File: config.mk
export PLATFORM = sky130hd
export DESIGN_NAME = ovn_blend
export DESIGN_NICKNAME = d
export VERILOG_FILES = /design/src/sv/ovn_pkg.sv /design/src/sv/ovn_blend.sv
export SDC_FILE = /design/constraint.sdc
export NUM_CORES = 2
export LEC_CHECK = 0
export ABC_AREA = 0
export BUFFER_PORTS_ARGS = -buffer_cell sky130_fd_sc_hd__buf_2
export CAP_MARGIN = 5
export CORE_UTILIZATION = 55
export DETAILED_ROUTE_END_ITERATION = 8
export PLACE_DENSITY_LB_ADDON = 0.05
export SYNTH_ARGS = -nofsm -noshare
export SYNTH_HDL_FRONTEND = slang
export SYNTH_SLANG_ARGS = --single-unit
File: constraint.sdc
create_clock -name clk -period 21.6 [get_ports clk]
set_input_delay 5.4 -clock clk [delete_from_list [all_inputs] [get_ports clk]]
set_output_delay 5.4 -clock clk [all_outputs]
set_load 0.005 [all_outputs]
File: src/sv/ovn_pkg.sv
// Shared types and constants for the octave value noise block.
// Holds field widths, command and register codes, and the structs passed
// between the walker, blend and accumulator stages. No dependencies.
`default_nettype none

package ovn_pkg;

  localparam int unsigned COORD_W    = 32;
  localparam int unsigned FRAC_W     = 16;
  localparam int unsigned VAL_W      = 16;
  localparam int unsigned IDX_W      = 12;
  localparam int unsigned OCT_W      = 5;
  localparam int unsigned CFG_IDX_W  = 4;
  localparam int unsigned CFG_DATA_W = 16;
  localparam int unsigned SUM_W      = 36;

  localparam logic [OCT_W-1:0] MAX_OCTAVES   = 5'd16;
  localparam logic [VAL_W-1:0] AMP_INIT      = 16'h8000;
  localparam logic [VAL_W-1:0] FALLOFF_INIT  = 16'h8000;

  typedef enum logic {
    CMD_WRITE = 1'b0,
    CMD_EVAL  = 1'b1
  } cmd_t;

  localparam logic [CFG_IDX_W-1:0] CFG_OCTAVE_COUNT = 4'd0;
  localparam logic [CFG_IDX_W-1:0] CFG_AMP_FALLOFF  = 4'd1;

  // Evaluation start: absolute coordinates, Q15.16
  typedef struct packed {
    logic               vld;
    logic [COORD_W-1:0] mx;
    logic [COORD_W-1:0] my;
    logic [COORD_W-1:0] mz;
  } start_t;

  // Lattice table write request
  typedef struct packed {
    logic             vld;
    logic [IDX_W-1:0] index;
    logic [VAL_W-1:0] value;
  } wr_req_t;

  // Lattice corner read result, tagged with corner number and fade weights
  typedef struct packed {
    logic             vld;
    logic [2:0]       corner;
    logic [VAL_W-1:0] wx;
    logic [VAL_W-1:0] wy;
    logic [VAL_W-1:0] wz;
    logic [VAL_W-1:0] data;
  } rd_item_t;

  // One Q0.16 value with a valid flag
  typedef struct packed {
    logic             vld;
    logic [VAL_W-1:0] value;
  } val_item_t;

endpackage

`default_nettype wire

File: src/sv/ovn_blend.sv
// Trilinear blend of the eight lattice corners of one octave.
// An x stage pairs corner reads, a shared y/z stage folds the pairs.
// Depends on ovn_pkg.
`default_nettype none

module ovn_blend import ovn_pkg::*; (
  input  wire logic     clk,
  input  wire logic     rst_n,
  input  wire rd_item_t rd,
  output val_item_t     oct
);

  // a + (b - a) * w, rounded, in Q0.16
  function automatic logic [VAL_W-1:0] lerp(input logic [VAL_W-1:0] a,
                                            input logic [VAL_W-1:0] b,
                                            input logic [VAL_W-1:0] w);
    logic signed [VAL_W:0]     d;
    logic signed [2*VAL_W+1:0] acc;
    d   = $signed({1'b0, b}) - $signed({1'b0, a});
    acc = $signed({2'b00, a, 1'b1, {(VAL_W-1){1'b0}}}) + d * $signed({1'b0, w});
    return acc[2*VAL_W-1:VAL_W];
  endfunction

  // X stage
  logic [VAL_W-1:0] lo_r;
  logic             xb_vld_r;
  logic [1:0]       xb_pair_r;
  logic [VAL_W-1:0] xb_r, xb_wy_r, xb_wz_r;

  // Y/Z stage
  logic [VAL_W-1:0] xlo_r, ylo_r, yhi_r, wz_r;
  logic             zpend_r;
  logic             oct_vld_r;
  logic [VAL_W-1:0] oct_r;

  logic [VAL_W-1:0] yz_a, yz_b, yz_w, yz_q;
  logic             y_fold;

  // Hold even corners, blend along x on odd corners
  always_ff @(posedge clk) begin
    if (!rst_n) begin
      xb_vld_r <= 1'b0;
    end else begin
      xb_vld_r <= rd.vld && rd.corner[0];
    end
  end

  always_ff @(posedge clk) begin
    if (rd.vld && !rd.corner[0]) begin
      lo_r <= rd.data;
    end
    if (rd.vld && rd.corner[0]) begin
      xb_r      <= lerp(lo_r, rd.data, rd.wx);
      xb_pair_r <= rd.corner[2:1];
      xb_wy_r   <= rd.wy;
      xb_wz_r   <= rd.wz;
    end
  end

  // Shared unit: y fold on odd x pairs, z fold the cycle after the upper plane
  assign y_fold = xb_vld_r && xb_pair_r[0];

  always_comb begin
    if (zpend_r) begin
      yz_a = ylo_r;
      yz_b = yhi_r;
      yz_w = wz_r;
    end else begin
      yz_a = xlo_r;
      yz_b = xb_r;
      yz_w = xb_wy_r;
    end
    yz_q = lerp(yz_a, yz_b, yz_w);
  end

  always_ff @(posedge clk) begin
    if (!rst_n) begin
      zpend_r   <= 1'b0;
      oct_vld_r <= 1'b0;
    end else begin
      zpend_r   <= y_fold && xb_pair_r[1];
      oct_vld_r <= zpend_r;
    end
  end

  always_ff @(posedge clk) begin
    if (xb_vld_r && !xb_pair_r[0]) begin
      xlo_r <= xb_r;
    end
    if (y_fold && !xb_pair_r[1]) begin
      ylo_r <= yz_q;
    end
    if (y_fold && xb_pair_r[1]) begin
      yhi_r <= yz_q;
      wz_r  <= xb_wz_r;
    end
    if (zpend_r) begin
      oct_r <= yz_q;
    end
  end

  assign oct.vld   = oct_vld_r;
  assign oct.value = oct_r;

  // The z fold never collides with a y fold of the next octave
  a_yz_unit_free: assert property (@(posedge clk) disable iff (!rst_n)
    !(zpend_r && y_fold))
    else $error("y/z blend unit claimed twice in one cycle");

endmodule

`default_nettype wire

* Yosys cells after proc, flatten, opt, wreduce, memory -nomap -nowiden
Index checks and enable logic that the tools add are counted.
** Storage, ports and cells
- Flip-flop bits (word level) :: 149
- Latch bits :: 0
- Memory bits (writable) :: 0
- Memory bits (read-only) :: 0
- Input port bits :: 70
- Word-level logic and storage cells :: 31
- Memories :: 0
** Operators by class
- Add/subtract/negate cells :: 4
- Multiply operators :: 2
- Div/mod/pow operators :: 0
- Magnitude comparators :: 0
- Eq/ne operators :: 0
- Shift operators :: 0
- Muxes and demuxes :: 3
- Bitwise operators :: 0
- Reduce and logical (&&, ||, !) cells :: 9
** Operators with widths (number)
- $add 32x32->32 :: 2
- $mul 17x17->32 :: 2
- $mux 16 :: 3
- $sub 16x16->17 :: 2
- $logic_and 1x1->1 :: 6
- $logic_not 1->1 :: 3

* Longest topological paths before layout
- Depth in word-level cells :: 4
- Gate-level depth with buffers :: 37
- Depth with buffers taken out :: 33

* Worst setup path after synthesis
OpenSTA, ideal clock, no wires.
- Path type :: in2reg
- Start point :: in rd[0] (netlist bit)
- End point :: reg xb_r[11] (data pin)
- Setup time :: 0.258 ns
- Data arrival time :: 12.452 ns
- Required time :: 21.342 ns
- Path slack :: 8.890 ns
- Stages on the path :: 30
- Buffers on the path :: 1
- Cell sequence :: inv_1 > ha_1 > fa_1 > nor2b_1 > o31a_1 > o41ai_2 > o21ai_1 > o41a_1 > a211o_1 > a21oi_2 > buf_2 > nand2_1 > inv_1 > fa_1 > inv_1 > fa_1 > inv_1 > fa_1 > fa_1 > inv_1 > fa_1 > inv_1 > ha_1 > a21oi_1 > nor2b_1 > o311ai_0 > a21oi_1 > a31o_2 > a21oi_1 > xnor2_1
** Between the ends
- Cells in the longest elaborated chain, start to end :: 3
** RTL lines
- start, declared :: line ovn_blend.sv:9 : input wire rd_item_t rd,
- $sub 16x16->17 :: line ovn_blend.sv:19 : d = $signed({1'b0, b}) - $signed({1'b0, a});
- $mul 17x17->32 :: line ovn_blend.sv:20 : acc = $signed({2'b00, a, 1'b1, {(VAL_W-1){1'b0}}}) + d * $signed({1'b0, w});
- $add 32x32->32 :: line ovn_blend.sv:20
- end signal, assigned :: line ovn_blend.sv:53 : xb_r <= lerp(lo_r, rd.data, rd.wx);
- end, declared :: line ovn_blend.sv:28 : logic [VAL_W-1:0] xb_r, xb_wy_r, xb_wz_r;
Every way passes these cells.
A chain may end at the register's enable or synchronous reset.

* Final worst setup path
- Start point :: in rd[0] (netlist bit)
- End point :: reg xb_r[15] (data pin)
The elaborated chain is that of the path after synthesis.

==> flow_metrics.tcl <==
set metrics [dict create \
    critPathSlowestCell "sky130_fd_sc_hd__inv_1" \
    report.final.setup_viol 0 \
    skew_ns 0.0125 \
    clock_tree.htree_level_count 4 \
    post_cts_buffers 0 \
    clock_pin_slew_on_the_worst_setup_and_hold_paths_ns 0.07 \
    tritoncts "built" \
    grt_start_max_net_pins 51 \
    cts_inserted_buffers 17 \
    layout-drive-gt1-share 0.0724 \
    max-cap-violations 0 \
    core_um2 51400 \
    path_class "primary input to register" \
    synthCells 2951 \
    layout_common_cells "sky130_fd_sc_hd__inv_1 (830), sky130_fd_sc_hd__fa_1 (578), sky130_fd_sc_hd__ha_1 (218)" \
    run_status "complete, no violations" \
    mean_instance_size_in_the_synthesized_netlist_um2 9.71 \
    area.sequential_um2 4450 \
    detail_route.wl_per_cell_um 19.3 \
    clock_sinks 149 \
    drtPass1Iterations 5 \
    layout.nets 3851 \
    floorplan.initialDensity 0.558 \
    synth.ff_latch_count 149 \
    fp.dieH_um 230 \
    layout.cells.most_common "sky130_fd_sc_hd__inv_1" \
    synthesis.yosys.warnings 0 \
    synthDistinctLibCells 61 \
    cts.path.max_buffers 2 \
    placed_wire_length_estimate_after_detailed_placement_um 57300 \
    worst_hold_check_path_type "register to register" \
    drc_viols 0 \
    clk-insertion-delay-late_ns 0.45 \
    critical_path.max_stage_delay_ns 0.68 \
    die_area_um2 53000 \
    postSynth.asyncResetShare 0 \
    drt_iter0_drc 1117 \
    synth-main-ff-cell "sky130_fd_sc_hd__edfxtp_1" \
    drt-vias-per-instance 5.32 \
    post_cts_sizing 0 \
    detail_route.wirelength_um 71000 \
    antennaDiodeCount 0 \
    worstSetupEndpointType "register" \
    worst-endpoint-required_ns 21.79 \
    netlist_area_um2 28700 \
    timing.setup.tns_ns 0 \
    chipWidth_um 230 \
    fin_crit_sh 0.615 \
    hold_violations 0 \
    synth_seq_area_share 0.155 \
    number_of_global_route_vias_before_repair 21500 \
    timing.critical_path.fanout_max 16 \
    area_growth_syn_to_layout_pct 6.44 \
    multi_input_logic_area_um2 20800 \
    layout_min_cycle_time_ns 13.28 \
    report.final.slew_viol_count 0 \
    fp-row-count 83 \
    worstMarginPinSlew_ns 1.25 \
    port_buffers 86 \
    cp_data_arrival_time_ns 13.47 \
    rsz0062_at_grt "false" \
    routabilityCongestion 0.893 \
    fmax_ghz 0.0753 \
    gr_util_all_layers 0.286 \
    grt_pass1_wl_um 115000 \
    route.vias.total 19600 \
    syn_nets 3817 \
    cell_at_the_root_of_the_clock_tree "sky130_fd_sc_hd__clkbuf_16" \
    antenna_left 0 \
    remaining_global_route_overflow 0 \
    critical_path.startpoint_type "primary input" \
    grt_antenna_before_repair 1 \
    synth_enable_flop_cells 146 \
    slew_headroom 0.162 \
    post_cts_hold_buffer_count 0 \
    fillCellCount 4508 \
    io-pin-count 87 \
]
-- worst max-delay path, delay by kind of cell --
family                     cells  cell delay (ns)
adders and majority gates      8             3.18
AOI/OAI and AO/OA             10             2.83
buffers and inverters          8             1.30
and+or+nand+nor                4             0.52
xor gates and xnor gates       1             0.22
-- kinds of logic (layout without fill, tap and decap cells) --
kind of cell	Yosys count	after routing	share of synthesized area
AO/OA/AOI/OAI	192	192	0.0489
XOR/XNOR	93	93	0.0289
multiplexers	55	55	0.0204
AND/OR/NAND/NOR	725	725	0.124
adder cells (fa/ha/maj)	796	796	0.499
buffers and inverters	941	988	0.124
flip-flops	149	149	0.155
-- metrics by stage --
step	utilization	hold WS [ns]	std cells	cell area, µm²	worst slack, ns
after floorplan	-	0.400	2951	28700	8.89
after global placement	0.582	0.403	3646	29900	7.79
after detailed placement	0.582	0.405	3646	29900	7.59
after CTS	0.594	0.415	3678	30500	8.09
after global routing	0.594	0.423	3678	30500	7.82
final	0.594	0.412	3678	30500	8.32
-- flip-flops by register name, summed over array words and instances, names as in the netlist --
signal and flops:
xb_vld_r 1, xb_pair_r 2, yhi_r 16, xb_r 16, oct_r 16, zpend_r 1
xb_wy_r 16, ylo_r 16, xb_wz_r 16, oct_vld_r 1, xlo_r 16, lo_r 16
wz_r 16
-- cell usage after synthesis (all sizes together) (10+ instances only) --
master  count  area (µm²)
buf        13        58.8
a21oi      35         179
nor3       35         175
a311oi     13         114
nor2b      25         156
nand3b     20         150
nor4b      16         140
nand2     174         653
nand2b     43         269
nor2      216         811
inv       830        3120
xnor2      70         613
a21o       20         150
mux2       24         270
xor2       22         193
fa        578       11600
mux2i      31         314
and3       10        62.6
a311o      12         120
a211oi     10        80.1
a31oi      18         113
o21ai      21         105
edfxtp    146        4380
nand3      28         140
clkbuf     98         368
ha        218        2730
and2      127         795
o311ai     18         158
-- routing by layer --
layer	wire [µm]	part of all wire	vias up	global-route usage
met5	0	0	-	0
met4	1780	0.025	0	0.0813
met3	3980	0.056	87	0.0448
met2	36100	0.51	578	0.503
met1	29100	0.41	9971	0.364
li1	-	-	8940	-
-- final timing paths --
check / start / endpoint / slack, ns / depth (start not counted)
setup / recovery: rd[0] / xb_r[15] / 8.32 / 31
hold / removal: xb_wz_r[3] / wz_r[3] / 0.41 / 0
setup reg to reg: zpend_r / ylo_r[8] / 10.89 / 30
hold reg to reg: xb_wz_r[3] / wz_r[3] / 0.41 / 0
-- area by class of cell --
class | instances | share of cell area
Tap cell | 680 | 0.0279
Multi-Input combinational cell | 1861 | 0.681
Clock inverter | 14 | 0.00521
Inverter | 830 | 0.102
Clock buffer | 18 | 0.0141
Sequential cell | 149 | 0.146
Timing Repair Buffer | 126 | 0.0239
Power is not shown: default switching activity piles up to over one toggle a cycle in this logic, so the estimate is an artifact.
