$ cat src/sv/ovn_pkg.sv
// Shared types and constants for the octave value noise block.
// Holds field widths, command and register codes, and the structs passed
// between the walker, blend and accumulator stages. No dependencies.
`default_nettype none

package ovn_pkg;

  localparam int unsigned COORD_W    = 32;
  localparam int unsigned FRAC_W     = 16;
  localparam int unsigned VAL_W      = 16;
  localparam int unsigned IDX_W      = 12;
  localparam int unsigned OCT_W      = 5;
  localparam int unsigned CFG_IDX_W  = 4;
  localparam int unsigned CFG_DATA_W = 16;
  localparam int unsigned SUM_W      = 36;

  localparam logic [OCT_W-1:0] MAX_OCTAVES   = 5'd16;
  localparam logic [VAL_W-1:0] AMP_INIT      = 16'h8000;
  localparam logic [VAL_W-1:0] FALLOFF_INIT  = 16'h8000;

  typedef enum logic {
    CMD_WRITE = 1'b0,
    CMD_EVAL  = 1'b1
  } cmd_t;

  localparam logic [CFG_IDX_W-1:0] CFG_OCTAVE_COUNT = 4'd0;
  localparam logic [CFG_IDX_W-1:0] CFG_AMP_FALLOFF  = 4'd1;

  // Evaluation start: absolute coordinates, Q15.16
  typedef struct packed {
    logic               vld;
    logic [COORD_W-1:0] mx;
    logic [COORD_W-1:0] my;
    logic [COORD_W-1:0] mz;
  } start_t;

  // Lattice table write request
  typedef struct packed {
    logic             vld;
    logic [IDX_W-1:0] index;
    logic [VAL_W-1:0] value;
  } wr_req_t;

  // Lattice corner read result, tagged with corner number and fade weights
  typedef struct packed {
    logic             vld;
    logic [2:0]       corner;
    logic [VAL_W-1:0] wx;
    logic [VAL_W-1:0] wy;
    logic [VAL_W-1:0] wz;
    logic [VAL_W-1:0] data;
  } rd_item_t;

  // One Q0.16 value with a valid flag
  typedef struct packed {
    logic             vld;
    logic [VAL_W-1:0] value;
  } val_item_t;

endpackage

`default_nettype wire

$ cat src/sv/ovn_accum.sv
// Octave accumulator: weights each octave by its amplitude, sums in Q4.32,
// then rounds and saturates to Q0.16 and holds the result until taken.
// Depends on ovn_pkg.
`default_nettype none

module ovn_accum import ovn_pkg::*; (
  input  wire logic             clk,
  input  wire logic             rst_n,
  input  wire logic             start_vld,
  input  wire logic [OCT_W-1:0] count,
  input  wire logic [VAL_W-1:0] falloff,
  input  wire val_item_t        oct,
  input  wire logic             take,
  output val_item_t             res
);

  logic [VAL_W-1:0]   amp_r;
  logic [2*VAL_W-1:0] prod_r;
  logic               prod_vld_r;
  logic [SUM_W-1:0]   sum_r;
  logic [OCT_W-1:0]   left_r;
  logic               fin_r;
  logic               res_vld_r;
  logic [VAL_W-1:0]   res_r;

  logic [2*VAL_W-1:0] amp_prod;
  logic [SUM_W-1:0]   rnd;

  always_comb begin
    amp_prod = (2*VAL_W)'(amp_r) * (2*VAL_W)'(falloff) + (2*VAL_W)'(AMP_INIT);
    rnd      = sum_r + SUM_W'(AMP_INIT);
  end

  // Weight the octave and advance the amplitude
  always_ff @(posedge clk) begin
    if (start_vld) begin
      amp_r <= AMP_INIT;
    end else if (oct.vld) begin
      amp_r  <= amp_prod[2*VAL_W-1:VAL_W];
      prod_r <= (2*VAL_W)'(oct.value) * (2*VAL_W)'(amp_r);
    end
  end

  always_ff @(posedge clk) begin
    if (start_vld) begin
      sum_r <= '0;
    end else if (prod_vld_r) begin
      sum_r <= sum_r + SUM_W'(prod_r);
    end
    if (fin_r) begin
      res_r <= (|rnd[SUM_W-1:2*VAL_W]) ? {VAL_W{1'b1}} : rnd[2*VAL_W-1:VAL_W];
    end
  end

  // Count octaves down, flag the final one, hold the result until taken
  always_ff @(posedge clk) begin
    if (!rst_n) begin
      prod_vld_r <= 1'b0;
      left_r     <= '0;
      fin_r      <= 1'b0;
      res_vld_r  <= 1'b0;
    end else begin
      prod_vld_r <= oct.vld;
      fin_r      <= 1'b0;
      if (start_vld) begin
        left_r <= count;
        fin_r  <= (count == '0);
      end else if (prod_vld_r) begin
        left_r <= left_r - OCT_W'(1);
        fin_r  <= (left_r == OCT_W'(1));
      end
      if (fin_r) begin
        res_vld_r <= 1'b1;
      end else if (take) begin
        res_vld_r <= 1'b0;
      end
    end
  end

  assign res.vld   = res_vld_r;
  assign res.value = res_r;

endmodule

`default_nettype wire

$ cat config.mk
export PLATFORM = sky130hd
export DESIGN_NAME = ovn_accum
export DESIGN_NICKNAME = d
export VERILOG_FILES = /design/src/sv/ovn_pkg.sv /design/src/sv/ovn_accum.sv
export SDC_FILE = /design/constraint.sdc
export NUM_CORES = 1
export LEC_CHECK = 0
export BUFFER_PORTS_ARGS = -buffer_cell sky130_fd_sc_hd__buf_2
export CORE_MARGIN = 1.5
export CORE_UTILIZATION = 60
export DETAILED_ROUTE_END_ITERATION = 16
export PLACE_DENSITY_LB_ADDON = 0.05
export SLEW_MARGIN = 20
export SYNTH_ARGS = -nofsm -noshare
export SYNTH_HDL_FRONTEND = slang
export SYNTH_SLANG_ARGS = --single-unit
$ cat constraint.sdc
create_clock -name clk -period 6.3 [get_ports clk]
set_input_delay 0.315 -clock clk [delete_from_list [all_inputs] [get_ports clk]]
set_output_delay 0.315 -clock clk [all_outputs]
set_load 0.05 [all_outputs]
== Word level (Yosys, flattened, before mapping) ==
Cells that the tools add are included.
Operators by class
  add/sub/neg operators: 4
  multipliers: 2
  eq/ne operators: 1
  mux-type cells: 6
  bitwise operators: 1
  reductions and logical operators: 5
Operator list (number)
  16-bit by 16-bit multiplier with 32-bit output: 2
  36-bit by 16-bit adder with 36-bit output, second input constant: 1
  36-bit by 32-bit adder with 36-bit output: 1
  32-bit by 16-bit adder with 32-bit output, second input constant: 1
  5-bit 2-to-1 mux: 2
  5-bit by 1-bit equality test with 1-bit output, second input constant: 1
  5-bit zero test: 1
  5-bit by 1-bit subtractor with 5-bit output, second input constant: 1
  1-bit 2-to-1 mux: 4
  2-bit nonzero test: 2
  4-bit OR reduction: 1
  2-bit AND reduction: 1
  1-bit NOT: 1
Word-level totals
  flip-flop bits (word level): 108

== Depth between registers and ports, before layout ==
  depth in word-level cells: 3
  depth in mapped cells: 24
  mapped depth without buffers: 22

== Worst setup path after synthesis ==
Ideal clock, no wire load.
  kind: reg2reg
  start point: register amp_r[7]
  end point: register amp_r[12]
  library setup time: 75 ps
  arrival: 5906 ps
  data required time: 6225 ps
  slack: 320 ps
  stages on the path, launching flop included: 24
  path buffers: 1
  period minus slack after synthesis: 5980 ps
  path through: dfxtp_1 > clkbuf_1 > nand2_1 > fa_1 > inv_1 > fa_1 > inv_1 > fa_1 > inv_1 > fa_1 > fa_1 > inv_1 > fa_1 > inv_1 > ha_1 > and3_1 > and3_1 > a22oi_1 > a21oi_2 > o211ai_2 > o31ai_4 > a21oi_1 > mux2_2 > o22ai_1
Between the ends
  longest elaborated chain between the ends: 2
Ends and longest elaborated chain
  start, declared: RTL line ovn_accum.sv:17  | logic [VAL_W-1:0] amp_r;
  start signal, assigned: RTL line ovn_accum.sv:39  | amp_r <= amp_prod[2*VAL_W-1:VAL_W];
  16-bit by 16-bit multiplier with 32-bit output: RTL line ovn_accum.sv:30  | amp_prod = (2*VAL_W)'(amp_r) * (2*VAL_W)'(falloff) + (2*VAL_W)'(AMP_INIT);
  32-bit by 16-bit adder with 32-bit output: RTL line ovn_accum.sv:30
Every way passes these cells.
A chain may end at the register's enable or synchronous reset.

== Worst setup path after layout ==
  start point: register amp_r[6]
  end point: register amp_r[12]
The elaborated chain is that of the path after synthesis.

==> metrics.txt <==
# TYPE chip_impl_metric gauge
chip_impl_info{name="status",value="completed"} 1
chip_impl_metric{name="grt_util_all_layers",unit="%"} 27.4
chip_impl_metric{name="tightest_slew",unit="ps"} 897
chip_impl_metric{name="fp.coreArea",unit="mm²"} 0.0367
chip_impl_metric{name="post_drt_via_cell_ratio",unit=""} 5.48
chip_impl_info{name="synth.most_common_cell",value="sky130_fd_sc_hd__inv_1"} 1
chip_impl_metric{name="clkSlewWorstSetupHoldPaths",unit="ps"} 80
chip_impl_metric{name="cp_data_required_time",unit="ps"} 6580
chip_impl_metric{name="report.final.slew_viol_count",unit=""} 0
chip_impl_metric{name="finalHoldViolCount",unit=""} 0
chip_impl_metric{name="drt_wl_total",unit="mm"} 50.1
chip_impl_metric{name="final_antenna_net_count",unit=""} 0
chip_impl_metric{name="synthesis.area",unit="mm²"} 0.0224
chip_impl_metric{name="fin_util",unit="%"} 64.9
chip_impl_metric{name="period_minus_slack",unit="ps"} 6090
chip_impl_metric{name="clock_latency",unit="ps"} 370
chip_impl_metric{name="chipWidth",unit="µm"} 196
chip_impl_metric{name="drt_first_iter_violations",unit=""} 656
chip_impl_metric{name="syn-instance-count",unit=""} 2473
chip_impl_metric{name="grt_pass1_vias",unit=""} 17421
chip_impl_metric{name="syn_area_per_cell",unit="µm²"} 9.08
chip_impl_metric{name="timing.critical_path.fanout_max",unit=""} 10
chip_impl_metric{name="htree_num_levels",unit=""} 3
chip_impl_metric{name="start_util",unit="%"} 61.2
chip_impl_info{name="synth_top_cells_by_count",value="458 x sky130_fd_sc_hd__inv_1, 388 x sky130_fd_sc_hd__fa_1, 337 x sky130_fd_sc_hd__nand2_1"} 1
chip_impl_metric{name="hold_slack",unit="ps"} 242
chip_impl_metric{name="row_count",unit=""} 70
chip_impl_metric{name="clock-skew-final",unit="ps"} 15.1
chip_impl_metric{name="fmaxAchievable",unit="GHz"} 0.164
chip_impl_metric{name="seq_area_frac_synth",unit="%"} 11.8
chip_impl_info{name="start_kind",value="flop"} 1
chip_impl_metric{name="drcViolationCount",unit=""} 0
chip_impl_metric{name="finalCritPeriodShare",unit="%"} 96.7
chip_impl_metric{name="clk_path_buf_depth",unit=""} 2
chip_impl_metric{name="synthDominantCellAreaShare",unit="%"} 34.6
chip_impl_metric{name="flow.area_growth_from_synthesis",unit="%"} 6.04
chip_impl_metric{name="floorplan.die.height",unit="µm"} 196
chip_impl_info{name="hp-class",value="primary input to flop"} 1
chip_impl_metric{name="grt_start_max_net_pins",unit=""} 56
chip_impl_metric{name="cts-buffers-inserted",unit=""} 9
chip_impl_metric{name="firstDrtPassIters",unit=""} 5
chip_impl_metric{name="dpl.hpwl",unit="mm"} 41.9
chip_impl_metric{name="design.final.nets",unit=""} 3186
chip_impl_metric{name="ys_async_sr_fraction",unit="%"} 0
chip_impl_metric{name="dpl_worst_slack",unit="ps"} -51.5
chip_impl_metric{name="grt_overflow_total",unit=""} 0
chip_impl_metric{name="synth.net_count",unit=""} 3155
chip_impl_info{name="hold_path.startpoint",value="rst_n"} 1
chip_impl_info{name="yosys-top-cells-area",value="sky130_fd_sc_hd__fa_1 35%, sky130_fd_sc_hd__ha_1 14%, sky130_fd_sc_hd__inv_1 7.7%"} 1
chip_impl_metric{name="clkSinkCount",unit=""} 108
chip_impl_metric{name="synth-edff-count",unit=""} 48
chip_impl_info{name="crit-reg2reg-launch",value="amp_r[6]$_SDFFE_PP0P_"} 1
chip_impl_metric{name="max-cap-violations",unit=""} 0
chip_impl_metric{name="avgRoutedWirePerCell",unit="µm"} 16.8
chip_impl_info{name="cts_tree",value="built"} 1
chip_impl_metric{name="grt_pass1_wl",unit="mm"} 84.5
chip_impl_metric{name="synthesis.yosys.warnings",unit=""} 0
chip_impl_metric{name="ys_ff_latch",unit=""} 108
chip_impl_info{name="critPathCaptureType",value="flop"} 1
chip_impl_metric{name="vias",unit=""} 16323
chip_impl_metric{name="layout_setup_ws",unit="ps"} 210
chip_impl_metric{name="gp_congestion",unit=""} 0.894
chip_impl_metric{name="io_buffer_count",unit=""} 58
chip_impl_metric{name="ys_types",unit=""} 80
chip_impl_metric{name="setup_viol",unit=""} 0
chip_impl_metric{name="initial_antenna_violation_count",unit=""} 1
chip_impl_info{name="clk_root_buffer_cell",value="sky130_fd_sc_hd__clkbuf_16"} 1
chip_impl_metric{name="layout-drive-gt1-share",unit="%"} 7.49
chip_impl_info{name="synth_ff_type",value="sky130_fd_sc_hd__dfxtp_1"} 1
chip_impl_info{name="startpoint_of_the_most_critical_setup_path",value="amp_r[6]$_SDFFE_PP0P_"} 1
chip_impl_metric{name="die_ar",unit="mm²"} 0.0386
chip_impl_metric{name="top_level_ports",unit=""} 59
chip_impl_metric{name="slew-limit-headroom",unit="%"} 40.1
chip_impl_metric{name="holdBufCountCts",unit=""} 0
chip_impl_metric{name="worst_ep_arrival_time",unit="ps"} 6370
chip_impl_info{name="path_class",value="flop to flop"} 1
chip_impl_info{name="synth_top_cell_by_area",value="sky130_fd_sc_hd__fa_1"} 1
[cell usage in the layout, fill, tap and decap left out, types with 5 or more instances in the layout]
master,netlist,routed
sky130_fd_sc_hd__mux2i_1,26,26
sky130_fd_sc_hd__ha_1,252,251
sky130_fd_sc_hd__nor3_1,13,13
sky130_fd_sc_hd__buf_4,1,57
sky130_fd_sc_hd__nand3_1,25,25
sky130_fd_sc_hd__fa_1,388,388
sky130_fd_sc_hd__buf_2,1,58
sky130_fd_sc_hd__and3_1,16,16
sky130_fd_sc_hd__or3_1,6,6
sky130_fd_sc_hd__o21ai_0,45,45
sky130_fd_sc_hd__and2_1,245,245
sky130_fd_sc_hd__nand3b_1,6,6
sky130_fd_sc_hd__dfxtp_2,0,7
sky130_fd_sc_hd__nand2b_1,26,26
sky130_fd_sc_hd__a21oi_1,72,71
sky130_fd_sc_hd__xor2_1,36,36
sky130_fd_sc_hd__o22ai_1,7,7
sky130_fd_sc_hd__o211ai_1,7,7
sky130_fd_sc_hd__buf_12,0,5
sky130_fd_sc_hd__a31oi_1,8,7
sky130_fd_sc_hd__edfxtp_1,48,48
sky130_fd_sc_hd__a211oi_1,15,15
sky130_fd_sc_hd__nand4_1,9,9
sky130_fd_sc_hd__o21a_1,10,10
sky130_fd_sc_hd__nor2b_1,10,10
sky130_fd_sc_hd__inv_1,458,458
sky130_fd_sc_hd__nor2_1,79,79
sky130_fd_sc_hd__dfxtp_1,60,49
sky130_fd_sc_hd__nand2_1,337,337
sky130_fd_sc_hd__a21o_1,35,35
sky130_fd_sc_hd__o21bai_1,5,5
sky130_fd_sc_hd__clkbuf_16,0,10
sky130_fd_sc_hd__o21ai_1,7,7
sky130_fd_sc_hd__xnor2_1,47,47
[metrics by stage]
| stage | cells | TNS, ps | instance area (µm²) |
|---|---|---|---|
| detailed placement | 2960 | -89.1 | 23400 |
| floorplan | 2473 | 0 | 22400 |
| global placement | 2960 | 0 | 23400 |
| CTS | 2976 | 0 | 23700 |
| global route | 2977 | -1.75 | 23800 |
| finish | 2978 | 0 | 23800 |
[cells by family (layout without fill, tap and decap cells)]
| group | Yosys count | in the layout | synth area share [%] |
|---|---|---|---|
| multiplexers | 28 | 28 | 1.26 |
| AND/OR/NAND/NOR | 792 | 792 | 17.4 |
| other | 0 | 1 | 0 |
| flip-flops | 108 | 108 | 11.8 |
| AO/OA/AOI/OAI | 261 | 261 | 7.95 |
| adder cells (fa/ha/maj) | 640 | 640 | 48.7 |
| XOR/XNOR | 83 | 83 | 3.24 |
| buffers and inverters | 561 | 597 | 9.68 |
[area by class of cell]
cell class,count,area [µm²]
clock buffer,11,264
fill,3085,12900
sequential,108,2670
multi-input combinational,1804,17700
inverter,458,1720
clock inverter,5,36.3
timing repair buffer,123,852
tap,468,586
antenna,1,2.50
[flip-flops by register name, summed over array words and instances, names as in the netlist]
signal,flops
sum_r,36
prod_r,32
amp_r,16
res_vld_r,1
fin_r,1
prod_vld_r,1
left_r,5
res_r,16
[worst max-delay path, stage by stage (launching register included)]
cell and delay (ps):
sky130_fd_sc_hd__dfxtp_1 430, sky130_fd_sc_hd__buf_4 230, sky130_fd_sc_hd__nand2_1 100, sky130_fd_sc_hd__fa_1 550, sky130_fd_sc_hd__inv_1 60, sky130_fd_sc_hd__fa_1 430, sky130_fd_sc_hd__fa_1 480, sky130_fd_sc_hd__fa_1 510
sky130_fd_sc_hd__fa_1 490, sky130_fd_sc_hd__inv_1 50, sky130_fd_sc_hd__fa_1 470, sky130_fd_sc_hd__inv_1 40, sky130_fd_sc_hd__ha_1 300, sky130_fd_sc_hd__and3_1 210, sky130_fd_sc_hd__and3_1 200, sky130_fd_sc_hd__a22oi_2 270
sky130_fd_sc_hd__a21oi_4 120, sky130_fd_sc_hd__o211ai_4 290, sky130_fd_sc_hd__o31ai_4 130, sky130_fd_sc_hd__a21oi_2 200, sky130_fd_sc_hd__mux2_2 350, sky130_fd_sc_hd__o22ai_1 110
[per-layer routing]
layer / vias up / track usage [%] / part of all wire (%)
li1: 7762 / - / -
met1: 8108 / 34.7 / 43
met2: 369 / 49.4 / 51
met3: 84 / 3.13 / 4.1
met4: 0 / 8.03 / 2.3
met5: - / 0 / 0
[final timing paths]
path | end | slack, ps | cells past startpoint
worst max-delay path | amp_r[12]$_SDFFE_PP0P_ | 210 | 21
worst min-delay path | res_vld_r$_SDFFE_PN0P_ | 240 | 2
worst max register to register | amp_r[12]$_SDFFE_PP0P_ | 210 | 21
worst min register to register | sum_r[14]$_SDFFE_PP0P_ | 490 | 2
[timing repair]
action / 4_1_cts / 5_1_grt
resized for setup: 3 / 22
cloned: 0 / 0
setup endpoints to repair: 4 / 14
setup buffers: 0 / 1
pin swaps: 0 / 1
Power is not shown: default switching activity piles up to over one toggle a cycle in this logic, so the estimate is an artifact.
